<file path="src/dbm_pkg.sv">
package dbm_pkg;

    // Field widths
    localparam int TIME_W     = 32;
    localparam int HEALTH_W   = 15;
    localparam int WEIGHT_W   = 11;
    localparam int CNT_W      = 16;
    localparam int RUN_W      = 8;
    localparam int INTV_W     = 16;
    localparam int OFFS_W     = RUN_W + INTV_W;
    localparam int STAMP_W    = TIME_W + 1;
    localparam int NUM_FIELDS = 3;

    // Weighted sum arithmetic
    localparam int PROD_W     = WEIGHT_W + HEALTH_W;
    localparam int SUM_W      = PROD_W + 2;
    localparam int FRAC_BITS  = 10;
    localparam logic [SUM_W-1:0]    ROUND_HALF = SUM_W'(512);
    localparam logic [HEALTH_W-1:0] HEALTH_MAX = 15'd25600;
    localparam logic [RUN_W-1:0]    RUN_MAX    = '1;
    localparam logic [CNT_W-1:0]    CNT_MAX    = '1;

    // Configuration port
    localparam int CFG_ADDR_W = 3;
    localparam int CFG_DATA_W = 16;
    localparam logic [CFG_ADDR_W-1:0] REG_WEIGHT_A     = 3'd0;
    localparam logic [CFG_ADDR_W-1:0] REG_WEIGHT_B     = 3'd1;
    localparam logic [CFG_ADDR_W-1:0] REG_WEIGHT_C     = 3'd2;
    localparam logic [CFG_ADDR_W-1:0] REG_LOW_THRESH   = 3'd3;
    localparam logic [CFG_ADDR_W-1:0] REG_RECOVERY     = 3'd4;
    localparam logic [CFG_ADDR_W-1:0] REG_DEBOUNCE     = 3'd5;
    localparam logic [CFG_ADDR_W-1:0] REG_INTERVAL     = 3'd6;

    // Stream widths and result field offsets
    localparam int S_TDATA_W  = 80;
    localparam int M_TDATA_W  = 248;
    localparam int OFS_HEALTH = 0;
    localparam int OFS_ACTIVE = 15;
    localparam int OFS_MASK   = 16;
    localparam int OFS_OEV    = 19;
    localparam int OFS_EV     = 35;
    localparam int OFS_MS     = 83;
    localparam int OFS_ONSET  = 179;
    localparam int OFS_RECOV  = 212;
    localparam int OUT_USED_W = 245;

    typedef logic [HEALTH_W-1:0] health_t;
    typedef logic [TIME_W-1:0]   time_t;

    // Per-lane status seen by the merge stage
    typedef struct packed {
        logic low;      // this item's sample is below threshold
        logic active;   // debounced state as of the last item
        logic rise;     // this item makes the detector active
    } lane_stat_t;

endpackage

</file>
<file path="src/dbm_health.sv">
module dbm_health
    import dbm_pkg::*;
(
    input  logic                                  aclk,
    input  logic                                  ld_prod,
    input  logic                                  ld_sum,
    input  logic [NUM_FIELDS-1:0][WEIGHT_W-1:0]   weight,
    input  logic [NUM_FIELDS-1:0][HEALTH_W-1:0]   health,
    output health_t                               overall
);

    logic [NUM_FIELDS-1:0][PROD_W-1:0] prod_reg;
    logic [SUM_W-1:0]                  sum;
    logic [SUM_W-FRAC_BITS-1:0]        scaled;
    health_t                           overall_reg;
    health_t                           overall_next;

    // One multiplier per channel, registered
    always_ff @(posedge aclk) begin
        if (ld_prod) begin
            for (int i = 0; i < NUM_FIELDS; i++) begin
                prod_reg[i] <= PROD_W'(weight[i]) * PROD_W'(health[i]);
            end
        end
    end

    // Sum, round half up, saturate
    always_comb begin
        sum = ROUND_HALF;
        for (int i = 0; i < NUM_FIELDS; i++) begin
            sum = sum + SUM_W'(prod_reg[i]);
        end
        scaled = sum[SUM_W-1:FRAC_BITS];
        if (scaled > (SUM_W-FRAC_BITS)'(HEALTH_MAX)) begin
            overall_next = HEALTH_MAX;
        end else begin
            overall_next = scaled[HEALTH_W-1:0];
        end
    end

    always_ff @(posedge aclk) begin
        if (ld_sum) begin
            overall_reg <= overall_next;
        end
    end

    assign overall = overall_reg;

endmodule

</file>
<file path="src/dbm_lane.sv">
module dbm_lane
    import dbm_pkg::*;
#(
    parameter bit TRACK_TIME = 1'b1
)
(
    input  logic              aclk,
    input  logic              aresetn,
    input  logic              step_en,
    input  health_t           health,
    input  health_t           low_threshold,
    input  logic [RUN_W-1:0]  eff_debounce,
    input  time_t             sample_time,
    input  time_t             back_time,
    output lane_stat_t        stat,
    output logic [CNT_W-1:0]  events,
    output time_t             active_ms
);

    logic [RUN_W-1:0] run_reg;
    logic [RUN_W-1:0] run_next;
    logic             prev_reg;
    logic [CNT_W-1:0] events_reg;
    logic [CNT_W-1:0] events_next;
    logic             low;
    logic             act;
    logic             rise;
    logic             fall;

    // Debounce: count consecutive low samples, saturating
    always_comb begin
        low = health < low_threshold;
        if (!low) begin
            run_next = '0;
        end else if (run_reg == RUN_MAX) begin
            run_next = RUN_MAX;
        end else begin
            run_next = run_reg + 1'b1;
        end
        act  = run_next >= eff_debounce;
        rise = act && !prev_reg;
        fall = !act && prev_reg;
        events_next = (rise && events_reg != CNT_MAX) ? events_reg + 1'b1 : events_reg;
    end

    always_ff @(posedge aclk) begin
        if (!aresetn) begin
            run_reg    <= '0;
            prev_reg   <= 1'b0;
            events_reg <= '0;
        end else if (step_en) begin
            run_reg    <= run_next;
            prev_reg   <= act;
            events_reg <= events_next;
        end
    end

    assign stat.low    = low;
    assign stat.active = prev_reg;
    assign stat.rise   = rise;
    assign events      = events_reg;

    // Active time of closed runs
    generate
        if (TRACK_TIME) begin : g_time
            logic             start_vld_reg;
            time_t            start_reg;
            time_t            total_reg;
            time_t            diff;
            logic [TIME_W:0]  total_sum;
            time_t            total_next;

            always_comb begin
                diff       = (sample_time >= start_reg) ? sample_time - start_reg : '0;
                total_sum  = {1'b0, total_reg} + {1'b0, diff};
                total_next = total_sum[TIME_W] ? '1 : total_sum[TIME_W-1:0];
            end

            always_ff @(posedge aclk) begin
                if (!aresetn) begin
                    start_vld_reg <= 1'b0;
                    total_reg     <= '0;
                end else if (step_en) begin
                    if (rise) begin
                        start_vld_reg <= 1'b1;
                    end else if (fall && start_vld_reg) begin
                        start_vld_reg <= 1'b0;
                        total_reg     <= total_next;
                    end
                end
            end

            always_ff @(posedge aclk) begin
                if (step_en && rise) begin
                    start_reg <= back_time;
                end
            end

            assign active_ms = total_reg;
        end else begin : g_no_time
            assign active_ms = '0;
        end
    endgenerate

endmodule

</file>
<file path="src/dbm_merge.sv">
module dbm_merge
    import dbm_pkg::*;
(
    input  logic                                aclk,
    input  logic                                aresetn,
    input  logic                                step_en,
    input  health_t                             overall,
    input  health_t                             recovery_level,
    input  time_t                               sample_time,
    input  time_t                               back_time,
    input  lane_stat_t                          ov_stat,
    input  logic [CNT_W-1:0]                    ov_events,
    input  logic [NUM_FIELDS-1:0]               ch_mask,
    input  logic [NUM_FIELDS-1:0][CNT_W-1:0]    ch_events,
    input  logic [NUM_FIELDS-1:0][TIME_W-1:0]   ch_ms,
    output logic [M_TDATA_W-1:0]                tdata
);

    health_t            health_reg;
    logic               onset_vld_reg;
    time_t              onset_reg;
    logic               recov_vld_reg;
    time_t              recov_reg;
    logic               set_onset;
    logic               set_recov;
    logic [STAMP_W-1:0] onset_field;
    logic [STAMP_W-1:0] recov_field;

    // First overall onset and first recovery
    always_comb begin
        set_onset = ov_stat.rise && !onset_vld_reg;
        set_recov = !ov_stat.low && ov_stat.active && !recov_vld_reg
                    && (overall > recovery_level);
    end

    always_ff @(posedge aclk) begin
        if (!aresetn) begin
            onset_vld_reg <= 1'b0;
            recov_vld_reg <= 1'b0;
        end else if (step_en) begin
            if (set_onset) begin
                onset_vld_reg <= 1'b1;
            end
            if (set_recov) begin
                recov_vld_reg <= 1'b1;
            end
        end
    end

    // Output-side payload: health and stamps of the item in the output slot
    always_ff @(posedge aclk) begin
        if (step_en) begin
            health_reg <= overall;
            if (set_onset) begin
                onset_reg <= back_time;
            end
            if (set_recov) begin
                recov_reg <= sample_time;
            end
        end
    end

    // None-yet reads as all ones (-1)
    assign onset_field = onset_vld_reg ? {1'b0, onset_reg} : '1;
    assign recov_field = recov_vld_reg ? {1'b0, recov_reg} : '1;

    assign tdata = {
        {(M_TDATA_W-OUT_USED_W){1'b0}},
        recov_field,
        onset_field,
        ch_ms[2], ch_ms[1], ch_ms[0],
        ch_events[2], ch_events[1], ch_events[0],
        ov_events,
        ch_mask,
        ov_stat.active,
        health_reg
    };

endmodule

</file>
<file path="src/debounced_bottleneck_monitor_core.sv">
// Debounced bottleneck monitor.
// Input stream (s_*): one item per sample tick, carrying the sample time and
// three channel health levels. Result stream (m_*): one item per input item,
// in order, with the weighted overall health, debounced active flags, event
// counters, closed active time per channel and the first onset and recovery
// stamps. Configuration is a write-only register port (cfg_*), written while
// no items are in flight; a debounce or interval write is registered before it
// reaches the back-dating offset register.
// Pipeline: input register, weight multipliers, sum and saturate, then the lane
// update into the output register. Throughput: one item per cycle while the
// receiver keeps m_tready high, set by the lane update stage, which touches
// each detector once per item.
// The four stages carry their own valid bits, so s_tready stays high while a
// result waits as long as an earlier stage is empty. When the receiver holds
// m_tready low, the pipe fills and s_tready drops after three more items.
// Reset clears all counters, detectors and stamps and loads the default
// register values; no item is in flight afterwards.
module debounced_bottleneck_monitor_core
    import dbm_pkg::*;
#(
    parameter int NUM_CHANNELS = 3
)
(
    input  logic                    aclk,
    input  logic                    aresetn,
    input  logic                    cfg_wr_en,
    input  logic [CFG_ADDR_W-1:0]   cfg_addr,
    input  logic [CFG_DATA_W-1:0]   cfg_wr_data,
    input  logic                    s_tvalid,
    output logic                    s_tready,
    // sample_time_ms[31:0], health_a[46:32], health_b[61:47], health_c[76:62], zero pad
    input  logic [S_TDATA_W-1:0]    s_tdata,
    output logic                    m_tvalid,
    input  logic                    m_tready,
    // overall_health[14:0], overall_active[15], channel_active_mask[18:16],
    // overall_events[34:19], events_a/b/c[82:35], active_ms_a/b/c[178:83],
    // first_onset_ms[211:179], first_recovery_ms[244:212], zero pad
    output logic [M_TDATA_W-1:0]    m_tdata
);

    // Configuration registers
    logic [NUM_FIELDS-1:0][WEIGHT_W-1:0] weight_reg;
    health_t                             low_thr_reg;
    health_t                             recov_lvl_reg;
    logic [RUN_W-1:0]                    debounce_reg;
    logic [INTV_W-1:0]                   interval_reg;
    logic [RUN_W-1:0]                    eff_debounce;
    logic [OFFS_W-1:0]                   offset_reg;

    // Pipeline
    logic                                v1_reg, v2_reg, v3_reg, m_valid_reg;
    logic                                rdy1, rdy2, rdy3, rdy_out, step_en;
    time_t                               t1_reg, t2_reg, t3_reg;
    logic [NUM_FIELDS-1:0][HEALTH_W-1:0] h1_reg, h2_reg, h3_reg;
    health_t                             overall;
    time_t                               back_time;

    // Lanes
    lane_stat_t                          ov_stat;
    logic [CNT_W-1:0]                    ov_events;
    time_t                               ov_ms;
    lane_stat_t                          ch_stat   [NUM_CHANNELS];
    logic [CNT_W-1:0]                    ch_events [NUM_CHANNELS];
    time_t                               ch_ms     [NUM_CHANNELS];
    health_t                             ch_health [NUM_CHANNELS];
    logic [NUM_FIELDS-1:0]               rep_mask;
    logic [NUM_FIELDS-1:0][CNT_W-1:0]    rep_events;
    logic [NUM_FIELDS-1:0][TIME_W-1:0]   rep_ms;

    // Register writes
    always_ff @(posedge aclk) begin
        if (!aresetn) begin
            weight_reg[0] <= 11'd307;
            weight_reg[1] <= 11'd512;
            weight_reg[2] <= 11'd205;
            low_thr_reg   <= 15'd12800;
            recov_lvl_reg <= 15'd17920;
            debounce_reg  <= 8'd5;
            interval_reg  <= 16'd1000;
        end else if (cfg_wr_en) begin
            unique case (cfg_addr)
                REG_WEIGHT_A:   weight_reg[0] <= cfg_wr_data[WEIGHT_W-1:0];
                REG_WEIGHT_B:   weight_reg[1] <= cfg_wr_data[WEIGHT_W-1:0];
                REG_WEIGHT_C:   weight_reg[2] <= cfg_wr_data[WEIGHT_W-1:0];
                REG_LOW_THRESH: low_thr_reg   <= cfg_wr_data[HEALTH_W-1:0];
                REG_RECOVERY:   recov_lvl_reg <= cfg_wr_data[HEALTH_W-1:0];
                REG_DEBOUNCE:   debounce_reg  <= cfg_wr_data[RUN_W-1:0];
                REG_INTERVAL:   interval_reg  <= cfg_wr_data[INTV_W-1:0];
                default: ;
            endcase
        end
    end

    // A debounce count of zero acts as one
    assign eff_debounce = (debounce_reg == '0) ? RUN_W'(1) : debounce_reg;

    // Back-dating offset: (debounce - 1) sample intervals
    always_ff @(posedge aclk) begin
        if (!aresetn) begin
            offset_reg <= OFFS_W'(4000);
        end else begin
            offset_reg <= OFFS_W'(eff_debounce - 1'b1) * OFFS_W'(interval_reg);
        end
    end

    // Stage handshakes
    assign rdy_out  = !m_valid_reg || m_tready;
    assign rdy3     = !v3_reg || rdy_out;
    assign rdy2     = !v2_reg || rdy3;
    assign rdy1     = !v1_reg || rdy2;
    assign s_tready = rdy1;
    assign step_en  = v3_reg && rdy_out;

    always_ff @(posedge aclk) begin
        if (!aresetn) begin
            v1_reg      <= 1'b0;
            v2_reg      <= 1'b0;
            v3_reg      <= 1'b0;
            m_valid_reg <= 1'b0;
        end else begin
            if (rdy1)    v1_reg      <= s_tvalid;
            if (rdy2)    v2_reg      <= v1_reg;
            if (rdy3)    v3_reg      <= v2_reg;
            if (rdy_out) m_valid_reg <= v3_reg;
        end
    end

    // Time and health travel alongside the weighted sum
    always_ff @(posedge aclk) begin
        if (rdy1 && s_tvalid) begin
            t1_reg    <= s_tdata[TIME_W-1:0];
            h1_reg[0] <= s_tdata[TIME_W +: HEALTH_W];
            h1_reg[1] <= s_tdata[TIME_W+HEALTH_W +: HEALTH_W];
            h1_reg[2] <= s_tdata[TIME_W+2*HEALTH_W +: HEALTH_W];
        end
        if (rdy2 && v1_reg) begin
            t2_reg <= t1_reg;
            h2_reg <= h1_reg;
        end
        if (rdy3 && v2_reg) begin
            t3_reg <= t2_reg;
            h3_reg <= h2_reg;
        end
    end

    dbm_health u_health (
        .aclk    (aclk),
        .ld_prod (rdy2 && v1_reg),
        .ld_sum  (rdy3 && v2_reg),
        .weight  (weight_reg),
        .health  (h1_reg),
        .overall (overall)
    );

    // Shared back-dated start time, clamped at zero
    assign back_time = (t3_reg >= TIME_W'(offset_reg)) ? t3_reg - TIME_W'(offset_reg) : '0;

    // Overall detector
    dbm_lane #(.TRACK_TIME(1'b0)) u_ov_lane (
        .aclk          (aclk),
        .aresetn       (aresetn),
        .step_en       (step_en),
        .health        (overall),
        .low_threshold (low_thr_reg),
        .eff_debounce  (eff_debounce),
        .sample_time   (t3_reg),
        .back_time     (back_time),
        .stat          (ov_stat),
        .events        (ov_events),
        .active_ms     (ov_ms)
    );

    // Channel detectors, one lane each
    generate
        for (genvar g = 0; g < NUM_CHANNELS; g++) begin : g_ch
            if (g < NUM_FIELDS) begin : g_in
                assign ch_health[g] = h3_reg[g];
            end else begin : g_idle
                assign ch_health[g] = HEALTH_MAX;
            end

            dbm_lane #(.TRACK_TIME(1'b1)) u_lane (
                .aclk          (aclk),
                .aresetn       (aresetn),
                .step_en       (step_en),
                .health        (ch_health[g]),
                .low_threshold (low_thr_reg),
                .eff_debounce  (eff_debounce),
                .sample_time   (t3_reg),
                .back_time     (back_time),
                .stat          (ch_stat[g]),
                .events        (ch_events[g]),
                .active_ms     (ch_ms[g])
            );
        end

        // Reported channels; absent ones read zero
        for (genvar r = 0; r < NUM_FIELDS; r++) begin : g_rep
            if (r < NUM_CHANNELS) begin : g_on
                assign rep_mask[r]   = ch_stat[r].active;
                assign rep_events[r] = ch_events[r];
                assign rep_ms[r]     = ch_ms[r];
            end else begin : g_off
                assign rep_mask[r]   = 1'b0;
                assign rep_events[r] = '0;
                assign rep_ms[r]     = '0;
            end
        end
    endgenerate

    dbm_merge u_merge (
        .aclk           (aclk),
        .aresetn        (aresetn),
        .step_en        (step_en),
        .overall        (overall),
        .recovery_level (recov_lvl_reg),
        .sample_time    (t3_reg),
        .back_time      (back_time),
        .ov_stat        (ov_stat),
        .ov_events      (ov_events | CNT_W'(ov_ms[0] & 1'b0)),
        .ch_mask        (rep_mask),
        .ch_events      (rep_events),
        .ch_ms          (rep_ms),
        .tdata          (m_tdata)
    );

    assign m_tvalid = m_valid_reg;

endmodule

</file>
<file path="config.mk">
export PLATFORM = sky130hd
export DESIGN_NAME = debounced_bottleneck_monitor_core
export DESIGN_NICKNAME = d
export VERILOG_FILES = /design/src/dbm_pkg.sv /design/src/dbm_health.sv /design/src/dbm_lane.sv /design/src/dbm_merge.sv /design/src/debounced_bottleneck_monitor_core.sv
export SDC_FILE = /design/constraint.sdc
export NUM_CORES = 2
export LEC_CHECK = 0
export ABC_AREA = 0
export CORE_MARGIN = 2
export CORE_UTILIZATION = 56
export DETAILED_ROUTE_END_ITERATION = 6
export DONT_BUFFER_PORTS = 1
export GPL_ROUTABILITY_DRIVEN = 1
export PLACE_DENSITY = 0.75
export SLEW_MARGIN = 10
export SYNTH_ARGS = -nofsm -noshare
export SYNTH_HDL_FRONTEND = slang
export SYNTH_HIERARCHICAL = 1
export SYNTH_SLANG_ARGS = --single-unit
</file>
<file path="constraint.sdc">
create_clock -name aclk -period 13.36 [get_ports aclk]
set_input_delay 2.004 -clock aclk [delete_from_list [all_inputs] [get_ports aclk]]
set_output_delay 2.004 -clock aclk [all_outputs]
set_load 0.02 [all_outputs]
</file>
==> Yosys cells after proc, flatten, opt, wreduce, memory -nomap -nowiden <==
Cells that the tools add are included.
{ "totals": {"register_bits": 815, "elab_cells": 199} }
{ "classes": {"n_mul": 4, "eq_ne": 14, "n_reduce_logical": 67, "bitwise": 3, "order_cmp": 14, "muxes": 24, "add_sub_neg": 19} }
{ "op_table": {"columns": ["operator", "count"], "rows": [
  ["2-to-1 mux 32 bit", 7],
  ["adder 32 x 32 -> 33 bit", 3],
  ["greater-or-equal comparator 32 bit", 3],
  ["subtractor 32 bit", 3],
  ["multiplier 11 x 15 -> 26 bit", 3],
  ["2-to-1 mux 8 bit", 9],
  ["2-to-1 mux 33 bit", 2],
  ["adder 16 x 1 -> 16 bit (second input constant)", 4],
  ["inequality test 16 bit (second input constant)", 4],
  ["less-than comparator 15 bit", 4],
  ["adder 28 x 26 -> 28 bit", 2],
  ["adder 8 x 1 -> 8 bit (second input constant)", 4],
  ["== test 8 bit (second input constant)", 4],
  ["greater-or-equal comparator 32 x 24 -> 1 bit", 1],
  ["greater-or-equal comparator 8 bit", 4],
  ["AND reduction 2 bit", 16],
  ["subtractor 32 x 24 -> 32 bit", 1],
  ["adder 10 x 26 -> 27 bit (first input constant)", 1],
  ["logical AND 1 bit", 25],
  ["multiplier 9 x 17 -> 24 bit", 1],
  ["> comparator 18 x 15 -> 1 bit (second input constant)", 1],
  ["> comparator 15 bit", 1],
  ["zero test 1 bit", 14],
  ["== test 3 bit (second input constant)", 3],
  ["other kinds (10)", 25]
]} }

==> Logic depth before layout (Yosys ltp) <==
{ "logic_depth": {"depth_word": 9, "depth_mapped": 26, "depth_no_buf": 24} }

==> Cells and area by module <==
The synthesis kept the hierarchy.
{ "modules_own_cells": {"columns": ["module", "area_each_um2", "instances", "cells_each"], "rows": [
  ["dbm_lane at g_ch[0].u_lane ...", 7701.1, 3, 920],
  ["dbm_health", 20731.1, 1, 2201],
  ["debounced_bottleneck_monitor_core", 17251.5, 1, 1479],
  ["dbm_merge", 4533.1, 1, 383],
  ["dbm_lane at u_ov_lane", 2323.5, 1, 293]
]} }

==> Worst setup path before layout <==
No wires, ideal clock.
{ "synth_path": {"path_kind": "input -> register", "start": "in m_tready", "end": "reg h2_reg[0] (netlist name), enable pin", "path_stages": 3, "t_arrival_ps": 13478, "setup_slack_ps": -1023, "required_time_ps": 12455, "cell_sequence": "nor2b_1 and2_0 a21boi_0"} }
{ "synth_between": {"elab_chain_len": 4} }
{ "synth_rtl": {"columns": ["item", "line_no", "source"], "rows": [
  ["start: declaration", "debounced_bottleneck_monitor_core.sv:34", "input logic m_tready,"],
  ["logical OR 1 bit", "debounced_bottleneck_monitor_core.sv:107", "assign rdy_out = !m_valid_reg || m_tready;"],
  ["logical OR 1 bit", "debounced_bottleneck_monitor_core.sv:108", "assign rdy3 = !v3_reg || rdy_out;"],
  ["logical OR 1 bit", "debounced_bottleneck_monitor_core.sv:109", "assign rdy2 = !v2_reg || rdy3;"],
  ["logical AND 1 bit", "debounced_bottleneck_monitor_core.sv:136", "if (rdy2 && v1_reg) begin"],
  ["end signal: assignment", "debounced_bottleneck_monitor_core.sv:138", "h2_reg <= h1_reg;"],
  ["end: declaration", "debounced_bottleneck_monitor_core.sv:54", "logic [NUM_FIELDS-1:0][HEALTH_W-1:0] h1_reg, h2_reg, h3_reg;"]
]} }
Every way passes these cells.
A chain may end at the register's enable or synchronous reset.

==> Worst setup path after layout <==
{ "layout_path": {"start": "reg debounce_reg[4]", "end": "reg offset_reg[23]"} }
{ "layout_between": {"elab_chain_len": 4} }
{ "layout_rtl": {"columns": ["item", "line_no", "source"], "rows": [
  ["start: declaration", "debounced_bottleneck_monitor_core.sv:45", "logic [RUN_W-1:0] debounce_reg;"],
  ["start signal: assignment", "debounced_bottleneck_monitor_core.sv:87", "REG_DEBOUNCE: debounce_reg <= cfg_wr_data[RUN_W-1:0];"],
  ["zero test 8 bit", "debounced_bottleneck_monitor_core.sv:95", "assign eff_debounce = (debounce_reg == '0) ? RUN_W'(1) : debounce_reg;"],
  ["2-to-1 mux 8 bit (*)", "debounced_bottleneck_monitor_core.sv:95", null],
  ["subtractor 8 x 1 -> 9 bit (*)", "debounced_bottleneck_monitor_core.sv:102", "offset_reg <= OFFS_W'(eff_debounce - 1'b1) * OFFS_W'(interval_reg);"],
  ["multiplier 9 x 17 -> 24 bit (*)", "debounced_bottleneck_monitor_core.sv:102", null],
  ["end signal: assignment", "debounced_bottleneck_monitor_core.sv:102", null],
  ["end: declaration", "debounced_bottleneck_monitor_core.sv:48", "logic [OFFS_W-1:0] offset_reg;"]
]} }
Mark *: on every way between the ends. The rest lies on a longest branch, timed or not.

==> impl_metrics.toml <==
[outcome]
outcome = "finished clean"

[floorplanning]
initial_core_util_pct = 56.5
io_pins = 354
rows = 127
die-area_um2 = 124000
die_w_um = 352
core_um2 = 120000
chipHeight_um = 352

[sta]
hold_violations = 0
rsz0062_at_grt = "false"
fin_hold_ws_ns = 0.390
tns_ns = 0
drv_slew = 0
period_needed_ns = 7.29
clock.fmax_mhz = 137
tightestPinTransition_ns = 1.21
skew_ns = 0.0402
finalCritPeriodShare_pct = 54.5
relSlewSlack_pct = 19.2
setup_violations = 0

[clock_tree]
clock-sinks = 815
insertion_delay_ns = 0.73
postCtsSetupRepairBufs = 0
cts_hold_buf = 0
cts.reportedPaths.clkPinSlew_ns = 0.06
cts_resized = 0
cts_buffers = 94
cts_buffer_depth = 3
cts-root-buf = "clkbuf_16"
tritoncts = "built"
cts-htree-levels = 3

[detailed_routing]
wirelength_um = 181000
viasPerCell = 5.91
num_vias = 49921
antenna_left = 0
wire_per_inst_um = 21.4
drc = 0
dr.pass1.iters = 7
drt_iter0_drc = 3951

[synthesis]
syn_avg_cell_area_um2 = 9.56
syn_inst = 7077
synthesis.area_um2 = 67700
ys_warn_count = 6

[layout]
nNetsFinal = 7967
synthToLayoutAreaGrowth_pct = 4.50
final_cell_mix = "inv_1 (854), nand2_1 (699), ha_1 (629), edfxtp_1 (499), fa_1 (479)"
final_common_cell = "inv_1"
post_route_cells_drive_above_1_share_pct = 4.76
post-route-cell-area_um2 = 70700

[placed_design]
placed_cell_area_um2 = 67500
gp_congestion = 0.980
portBuffers = 0
hpwlAfterDp_um = 137000

[global_routing]
grt_overflow = 0
antenna_found_initial = 6
grt_util_all_layers_pct = 29.0
grt_start_max_net_pins = 299
grt_pass1_vias = 49998
grt_pass1_wl_um = 277000

[worst_setup_path]
crit_buf_inv = 4
crit_path_end_kind = "register"
slowest_delay_ns = 0.59
crit_arrival_ns = 7.90
cp-endpoint = "offset_reg[23]$_SDFF_PN0_"
cpMaxStageDelayCell = "dfxtp_1"
rrSetupSlack_ns = 6.07
worstSetupPathType = "register to register"
path_depth = 21
critPathTopFamily = "adder cells"
startpoint_type = "register"
r2r-start = "debounce_reg[4]$_SDFFE_PN0P_"
path_cells = "nor4_1, a21oi_1, buf_4, ha_1, nor3b_1, nand2_1, or2_2, fa_1, fa_1, inv_1, fa_1, fa_1, inv_1, fa_1, inv_1, ha_1, a21oi_1, o21ai_0, a31oi_1, or3_1, a31o_2"
r2r_end = "offset_reg[23]$_SDFF_PN0_"
path_max_fanout = 18
cp.required_ns = 13.98
r2r_cells = 21
path_common_cell = "fa_1"
startpoint = "debounce_reg[4]$_SDFFE_PN0P_"

[min_path]
holdCritPathClass = "register to register"
worstHoldPathCells = 0

[flow_run]
cap_violations = 0

[power]
total_power_mw = 9.33
p_per_area_nw_per_um2 = 132
vdd_ir_drop_max_mv = 0.137
leakagePower_nw = 30.8
## worst min-delay path by stage
stage | start | to | slack, ns
finish | h2_reg[6]$_DFFE_PP_ | ch_health[36]$_DFFE_PP_ | 0.39
global route | h2_reg[16]$_DFFE_PP_ | ch_health[16]$_DFFE_PP_ | 0.40
CTS | h2_reg[38]$_DFFE_PP_ | ch_health[8]$_DFFE_PP_ | 0.40
detailed placement | h2_reg[19]$_DFFE_PP_ | ch_health[19]$_DFFE_PP_ | 0.40
global placement | h2_reg[29]$_DFFE_PP_ | ch_health[29]$_DFFE_PP_ | 0.40
floorplan | h2_reg[30]$_DFFE_PP_ | ch_health[0]$_DFFE_PP_ | 0.40
## power breakdown
| group | switching, mW | internal (mW) |
|---|---|---|
| sequential | 0.143 | 2.92 |
| clock | 1.13 | 1.52 |
| combinational | 2.13 | 1.49 |
## stage by stage
stage / cells / utilization [%] / setup WS (ns)
floorplan: 7079 / - / 3.05
CTS: 8445 / 59.0 / 6.10
finish: 8447 / 59.0 / 6.07
global placement: 8271 / 56.3 / 6.19
detailed placement: 8271 / 56.3 / 6.12
global route: 8445 / 59.0 / 5.71
## final cells by class
cell class,instances,area (um^2)
sequential,815,21300
fill,10249,49100
timing repair buffer,38,285
clock inverter,56,659
antenna,2,5.00
inverter,857,3220
multi-input combinational,4949,40700
tap,1612,2020
clock buffer,118,2520
## layer usage
metal | global-route usage [%] | up-vias | part of all wire [%]
li1 | - | 23354 | -
met1 | 33.5 | 24443 | 38
met2 | 50.4 | 1651 | 49
met3 | 5.17 | 471 | 6.6
met4 | 17.3 | 2 | 6.6
met5 | 0 | - | 0.0072
(Power assumes the default switching activity.)
